--- src/rtl/hec_pkg.sv ---
// ----------------------------------------------------------------------------
// hec_pkg
// Shared types, widths and helpers for the homogeneous edge clipper.
// ----------------------------------------------------------------------------
package hec_pkg;

  localparam int NumPlanes = 6;   // left, right, bottom, top, near, far
  localparam int NumComp   = 4;   // x, y, z, w
  localparam int CoordW    = 32;
  localparam int BndW      = 34;  // exact boundary value w +/- coord
  localparam int DiffW     = 33;  // b - a per component
  localparam int QuotW     = 18;  // floor(n * 2^17 / d)
  localparam int ParW      = 17;  // unsigned Q1.16 parameter
  localparam int ProdW     = DiffW + ParW + 1;
  localparam int DivSteps  = QuotW;

  localparam logic [ParW-1:0] ParOne = ParW'(65536);

  typedef enum logic [1:0] {
    PS_ALL = 2'd0,
    PS_X   = 2'd1,
    PS_Y   = 2'd2,
    PS_Z   = 2'd3
  } plane_set_e;

  typedef enum logic [2:0] {
    ST_ACCEPT  = 3'd0,
    ST_REJECT  = 3'd1,
    ST_MOVE_A  = 3'd2,
    ST_MOVE_B  = 3'd3,
    ST_MOVE_AB = 3'd4
  } status_e;

  typedef logic [NumComp-1:0][CoordW-1:0] vec_t;
  typedef logic [NumComp-1:0][DiffW-1:0]  dvec_t;
  typedef logic [NumPlanes-1:0]           ocode_t;

  // Edge data carried alongside the division
  typedef struct packed {
    vec_t   a;
    vec_t   b;
    dvec_t  diff;
    ocode_t oa;
    ocode_t ob;
  } seg_t;

  // One divider pipeline word: six lanes of remainder, divisor, quotient
  typedef struct packed {
    seg_t                                seg;
    logic [NumPlanes-1:0][BndW-1:0]      r;
    logic [NumPlanes-1:0][BndW-1:0]      d;
    logic [NumPlanes-1:0][QuotW-1:0]     q;
  } div_t;

  function automatic logic [BndW-1:0] sx_bnd(input logic [CoordW-1:0] v);
    return {{(BndW-CoordW){v[CoordW-1]}}, v};
  endfunction

  function automatic logic [DiffW-1:0] sx_diff(input logic [CoordW-1:0] v);
    return {{(DiffW-CoordW){v[CoordW-1]}}, v};
  endfunction

  function automatic ocode_t plane_mask(input plane_set_e ps);
    ocode_t m;
    case (ps)
      PS_X:    m = 6'b000011;
      PS_Y:    m = 6'b001100;
      PS_Z:    m = 6'b110000;
      default: m = 6'b111111;
    endcase
    return m;
  endfunction

endpackage

--- src/rtl/hec_front.sv ---
// ----------------------------------------------------------------------------
// hec_front
// Boundary values, outcodes and divider operands, two register stages.
// ----------------------------------------------------------------------------
module hec_front (
  input  logic                  clk_i,
  input  logic                  rst_ni,
  input  logic                  in_valid_i,
  output logic                  in_ready_o,
  input  logic [1:0]            plane_set_i,
  input  hec_pkg::vec_t         a_i,
  input  hec_pkg::vec_t         b_i,
  output logic                  out_valid_o,
  input  logic                  out_ready_i,
  output hec_pkg::div_t         out_data_o
);
  import hec_pkg::*;

  logic                           v1_q, v2_q, en1, en2;
  logic [1:0]                     ps_q;
  vec_t                           a1_q, b1_q;
  logic [NumPlanes-1:0][BndW-1:0] ab_d, bb_d, ab_q, bb_q;
  div_t                           s2_d, s2_q;

  assign en2         = !v2_q || out_ready_i;
  assign en1         = !v1_q || en2;
  assign in_ready_o  = en1;
  assign out_valid_o = v2_q;
  assign out_data_o  = s2_q;

  always_comb begin
    for (int k = 0; k < 3; k++) begin
      ab_d[2*k]   = sx_bnd(a_i[3]) + sx_bnd(a_i[k]);
      ab_d[2*k+1] = sx_bnd(a_i[3]) - sx_bnd(a_i[k]);
      bb_d[2*k]   = sx_bnd(b_i[3]) + sx_bnd(b_i[k]);
      bb_d[2*k+1] = sx_bnd(b_i[3]) - sx_bnd(b_i[k]);
    end
  end

  always_comb begin
    ocode_t m;
    m = plane_mask(plane_set_e'(ps_q));
    s2_d.seg.a = a1_q;
    s2_d.seg.b = b1_q;
    for (int k = 0; k < NumComp; k++) begin
      s2_d.seg.diff[k] = sx_diff(b1_q[k]) - sx_diff(a1_q[k]);
    end
    for (int i = 0; i < NumPlanes; i++) begin
      s2_d.seg.oa[i] = ab_q[i][BndW-1] & m[i];
      s2_d.seg.ob[i] = bb_q[i][BndW-1] & m[i];
      // numerator |a|, divisor |a| + |b| when the signs differ
      s2_d.r[i] = ab_q[i][BndW-1] ? (BndW'(0) - ab_q[i]) : ab_q[i];
      s2_d.d[i] = ab_q[i][BndW-1] ? (bb_q[i] - ab_q[i]) : (ab_q[i] - bb_q[i]);
      s2_d.q[i] = '0;
    end
  end

  always_ff @(posedge clk_i or negedge rst_ni) begin
    if (!rst_ni) begin
      v1_q <= 1'b0;
      v2_q <= 1'b0;
    end else begin
      if (en1) v1_q <= in_valid_i;
      if (en2) v2_q <= v1_q;
    end
  end

  always_ff @(posedge clk_i) begin
    if (en1) begin
      ps_q <= plane_set_i;
      a1_q <= a_i;
      b1_q <= b_i;
      ab_q <= ab_d;
      bb_q <= bb_d;
    end
    if (en2) s2_q <= s2_d;
  end

endmodule

--- config.mk ---
export PLATFORM = sky130hd
export DESIGN_NAME = hec_front
export DESIGN_NICKNAME = d
export VERILOG_FILES = /design/src/rtl/hec_pkg.sv /design/src/rtl/hec_front.sv
export SDC_FILE = /design/constraint.sdc
export NUM_CORES = 2
export LEC_CHECK = 0
export ABC_AREA = 1
export BUFFER_PORTS_ARGS = -buffer_cell sky130_fd_sc_hd__buf_2
export CAP_MARGIN = 0
export CORE_MARGIN = 2
export CORE_UTILIZATION = 33
export CTS_CLUSTER_DIAMETER = 100
export DETAILED_ROUTE_END_ITERATION = 12
export SYNTH_ARGS = -nofsm -noshare
export SYNTH_HDL_FRONTEND = slang
export SYNTH_SLANG_ARGS = --single-unit
--- constraint.sdc ---
create_clock -name clk_i -period 38 [get_ports clk_i]
set_input_delay 7.6 -clock clk_i [delete_from_list [all_inputs] [get_ports clk_i]]
set_output_delay 7.6 -clock clk_i [all_outputs]
set_load 0.005 [all_outputs]
== Yosys cells after proc, flatten, opt, wreduce, memory -nomap -nowiden ==
Index checks and enable logic that the tools add are counted.
Word-level totals
  bits in registers: 1476
  input port bits: 262
  output and inout port bits: 918
  logic and storage cells: 121
Cells by class
  add/subtract/negate cells: 34
  eq/ne operators: 3
  multiplexer cells: 13
  bitwise logic cells: 12
  reduce and logical (&&, ||, !) cells: 4
Operators by type and width (number)
  subtractor 34 bit: 12
  subtractor 32 x 32 -> 33 bit: 10
  two-way mux 34 bit: 6
  subtractor 1 x 34 -> 34 bit (first input constant): 6
  adder 32 x 32 -> 33 bit: 6
  two-way mux 33 bit: 6
  case mux 6 bit (3 select lines): 1
  bitwise AND 1 bit: 12
  == test 2 bit (second input constant): 2
  == test 2 x 1 -> 1 bit (second input constant): 1
  zero test 1 bit: 2
  logical OR 1 bit: 2

== Depth between registers and ports, before layout ==
  depth in word-level cells: 3
  depth in mapped cells: 17
  gate-level depth less buffers: 16

== Least setup slack after synthesis ==
No wires, ideal clock.
  kind: input-to-output
  from: in out_ready_i
  to: out in_ready_o
  arrival time: 22.353 ns
  required time: 30.400 ns
  path slack: 8.047 ns
  stages: 2
  buffers on the path: 0
  cells stage by stage: inv_1 nand3_1
Between the ends
  word-level cells in the longest chain between the ends: 2
RTL lines
  start, declared: RTL line hec_front.sv:14  | input logic out_ready_i,
  logical OR 1 bit: RTL line hec_front.sv:25  | assign en2 = !v2_q || out_ready_i;
  logical OR 1 bit: RTL line hec_front.sv:26  | assign en1 = !v1_q || en2;
  end, declared: RTL line hec_front.sv:9  | output logic in_ready_o,
Every way passes these cells.

== Worst setup path in the final report ==
Ends and elaborated chain as after synthesis.

==> flow_summary.toml <==
[final_layout]
fill_cells = 35500
areaGrowthSynthToFinish_pct = 14.4
utilization_pct = 37.9
final_cell_count_no_fill = 20200
final_net_count = 16800
layout-drive-gt1-share_pct = 10.3

[routing]
antenna_violating_nets_left = 0
dr.pass1.iters = 8
vias_per_cell = 5.18
drt_iter0_drc = 11000
total_length_of_routed_wires_um = 557000
detail_route.drc_violations = 0
wl_per_cell_um = 27.6
via_count = 105000

[worst_setup_path]
timing.critical_path.fanout_max = 31
critical_path.top_delay_family = "buffers and inverters"
arrival_ps = 8660
timing.critical_path.slowest_cell_delay_ps = 500
type_of_the_worst_setup_path = "input port to output port"
worstPathBufferInverterCount = 3
endpoint_kind = "output port"
critical_path.most_common_cell = "sky130_fd_sc_hd__buf_2"
crit_chain = "buf_2 -> inv_1 -> nand3_4 -> buf_2"
cpMaxStageDelayCell = "sky130_fd_sc_hd__nand3_4"
critPathRequiredTime_ps = 30400
timing.critical_path.from_type = "input port"

[power]
maximum_vdd_drop_mv = 0.0418
power-per-cell-area_nw_per_um2 = 59.3
leakage_nw = 62.1
totalPowerFinal_mw = 7.50

[global_route]
grt.busiest_layer = "met2"
use_met1_pct = 41.9
gr-usage-met2_pct = 47.4
grtUsageTotal_pct = 31.6
first_pass_grt_wire_length_um = 752000
antenna_found_initial = 125
grt_pass1_vias = 96000
globalRouteOverflowTotal = 0
maximum_number_of_pins_on_one_net_before_global_route_repair = 175
grt_util_met3_pct = 6.08

[placement]
last_weighted_congestion_value_of_the_routability_driven_placer = 1.04
post-place-cells = 19800
io_buffer_count = 1071
post-dp-hpwl_um = 467000
pre_cts_slack_ps = 21730

[yosys]
syn_area_per_cell_sq_um = 7.65
ys_async_sr_fraction_pct = 0.137
synth_ff_type = "sky130_fd_sc_hd__edfxtp_1"
synth-edff-count = 1453
postSynthRegisterBits = 1455
ys_types = 59
gate_count_of_the_mapped_netlist = 14500
yosysSeqAreaShare_pct = 39.5
mappedNetlistArea_sq_um = 111000
synth-warning-count = 0

[cts]
cts-hold-fix-buffers = 0
cts.repair.resized = 0
clkSinkCount = 1455
cts.htree.levels = 4
post-cts-setup-buffer-count = 0
tritoncts_clock_tree = "built"
tritoncts.num_buffers = 177
clk_latency_ps = 930
clockBufferDepth = 4
clk_pin_slew_ps = 60
clock-root-buffer = "sky130_fd_sc_hd__clkbuf_16"

[floorplan]
initial_utilization_pct = 33.2
core_area_sq_um = 333000
die-width_um = 583
core.rowCount = 212
floorplan.io_pins = 1180
die-height_um = 583
area_of_the_die_sq_um = 340000

[hold_path]
worstHoldPathType = "flop to flop"

[sta]
finalSetupTns_ps = 0
fmaxAchievable_mhz = 61.5
period_share_pct = 42.8
finalSetupViolCount = 0
report.final.slew_viol_count = 0
finalClockSkew_ps = 45.3
timing.slew.headroom_pct = 25.6
unrepaired_setup_endpoints_after_global_routing = "false"
max_slew.worst_pin.slew_ps = 1110
final.setup.worst_slack_ps = 21740
finalCriticalPeriod_ps = 16260
final_hold_viol_count = 0

[status]
run_status = "complete, no violations"

[run]
drv_cap = 0
## layout by cell type (no fill, tap or decap), types with 19 or more instances in the layout
| cell type | count |
|---|---|
| sky130_fd_sc_hd__nand2_1 | 4328 |
| sky130_fd_sc_hd__inv_1 | 2254 |
| sky130_fd_sc_hd__edfxtp_1 | 1453 |
| sky130_fd_sc_hd__nor2_1 | 1202 |
| sky130_fd_sc_hd__buf_2 | 1071 |
| sky130_fd_sc_hd__a21oi_1 | 1044 |
| sky130_fd_sc_hd__ha_1 | 910 |
| sky130_fd_sc_hd__nand3_1 | 758 |
| sky130_fd_sc_hd__xor2_1 | 555 |
| sky130_fd_sc_hd__o21ai_0 | 533 |
| sky130_fd_sc_hd__nand4_1 | 181 |
| sky130_fd_sc_hd__clkbuf_16 | 179 |
| sky130_fd_sc_hd__nor3_1 | 121 |
| sky130_fd_sc_hd__conb_1 | 114 |
| sky130_fd_sc_hd__o21bai_1 | 103 |
| sky130_fd_sc_hd__a21o_1 | 88 |
| sky130_fd_sc_hd__diode_2 | 79 |
| sky130_fd_sc_hd__o21ai_1 | 75 |
| sky130_fd_sc_hd__nor4_1 | 63 |
| sky130_fd_sc_hd__nor2_2 | 63 |
| sky130_fd_sc_hd__buf_4 | 57 |
| sky130_fd_sc_hd__xnor2_1 | 51 |
| sky130_fd_sc_hd__o21a_1 | 39 |
| sky130_fd_sc_hd__clkinv_1 | 31 |
| sky130_fd_sc_hd__nand3b_1 | 29 |
| sky130_fd_sc_hd__fa_1 | 28 |
| sky130_fd_sc_hd__clkinv_2 | 28 |
| sky130_fd_sc_hd__nand2_2 | 25 |
| sky130_fd_sc_hd__inv_2 | 24 |
| sky130_fd_sc_hd__clkbuf_1 | 24 |
| sky130_fd_sc_hd__a21boi_0 | 23 |
| sky130_fd_sc_hd__o21ai_2 | 22 |
| sky130_fd_sc_hd__clkinvlp_4 | 19 |
## registers in the layout, summed over array words and instances (netlist names)
signal and cells:
a1_q 128, ab_q 195, b1_q 128, bb_q 195
out_data_o 805, out_valid_o 1, ps_q 2, v1_q 1
## power by group
part | internal, mW | switching [mW]
Sequential | 2.24 | 0.265
Clock | 0.968 | 0.762
Combinational | 0.943 | 2.32
Total | 4.15 | 3.35
## area by class of cell
type	instances	area, sq um	area share, %
Multi-Input combinational cell	10500	56900	45.0
Sequential cell	1455	43700	34.5
Inverter	2283	8570	6.77
Timing Repair Buffer	1131	5850	4.62
Tap cell	4387	5490	4.34
Clock buffer	205	4600	3.63
Clock inverter	117	1160	0.915
Antenna cell	79	198	0.156
## layer usage
layer / vias to the layer above / wire length, um / share of wire [%]
li1: 49100 / - / -
met1: 49900 / 236000 / 42
met2: 4635 / 235000 / 42
met3: 858 / 45300 / 8.1
met4: 24 / 39900 / 7.2
met5: - / 154 / 0.028
## cells in the mapped netlist (23+ instances only)
cell	instances	area [sq um]
sky130_fd_sc_hd__a21boi_0	23	173
sky130_fd_sc_hd__a21o_1	88	661
sky130_fd_sc_hd__a21oi_1	1044	5230
sky130_fd_sc_hd__buf_2	130	651
sky130_fd_sc_hd__buf_4	127	953
sky130_fd_sc_hd__clkbuf_1	24	90.1
sky130_fd_sc_hd__edfxtp_1	1453	43600
sky130_fd_sc_hd__fa_1	28	561
sky130_fd_sc_hd__ha_1	910	11400
sky130_fd_sc_hd__inv_1	2254	8460
sky130_fd_sc_hd__inv_2	24	90.1
sky130_fd_sc_hd__nand2_1	4329	16200
sky130_fd_sc_hd__nand2_2	25	156
sky130_fd_sc_hd__nand3_1	759	3800
sky130_fd_sc_hd__nand3b_1	29	218
sky130_fd_sc_hd__nand4_1	181	1130
sky130_fd_sc_hd__nor2_1	1203	4520
sky130_fd_sc_hd__nor2_2	63	394
sky130_fd_sc_hd__nor3_1	121	606
sky130_fd_sc_hd__nor4_1	63	394
sky130_fd_sc_hd__o21a_1	39	293
sky130_fd_sc_hd__o21ai_0	533	2670
sky130_fd_sc_hd__o21ai_1	75	375
sky130_fd_sc_hd__o21bai_1	103	773
sky130_fd_sc_hd__xnor2_1	51	447
sky130_fd_sc_hd__xor2_1	555	4860
## through the flow
| step | hold slack, ps | cell area (sq um) |
|---|---|---|
| after floorplan | 426 | 111000 |
| after global placement | 431 | 121000 |
| after detailed placement | 435 | 121000 |
| after CTS | 451 | 126000 |
| after global routing | 466 | 126000 |
| final | 452 | 126000 |
## logic make-up after synthesis
kind of cell | synth area share [%]
other | 0.00339
buffers and inverters | 9.39
adder cells (fa/ha/maj) | 10.8
flip-flops | 39.5
AND/OR/NAND/NOR | 25.4
XOR/XNOR | 4.80
multiplexers | 0.0724
AO/OA/AOI/OAI | 10.0
## path summary, 6_finish.rpt
path                                   end         from  slack, ps  cells past startpoint
max                             in_ready_o  out_ready_i      21740                      4
min                        out_data_o[813]     a1_q[25]        450                      0
max reg2reg                out_data_o[267]  out_valid_o      32660                      6
min reg2reg                out_data_o[813]     a1_q[25]        450                      0
max in group asynchronous      out_valid_o       rst_ni      31430                      1
min in group asynchronous             v1_q       rst_ni       6470                      1
Note: power is estimated with default switching activity, not from simulation.
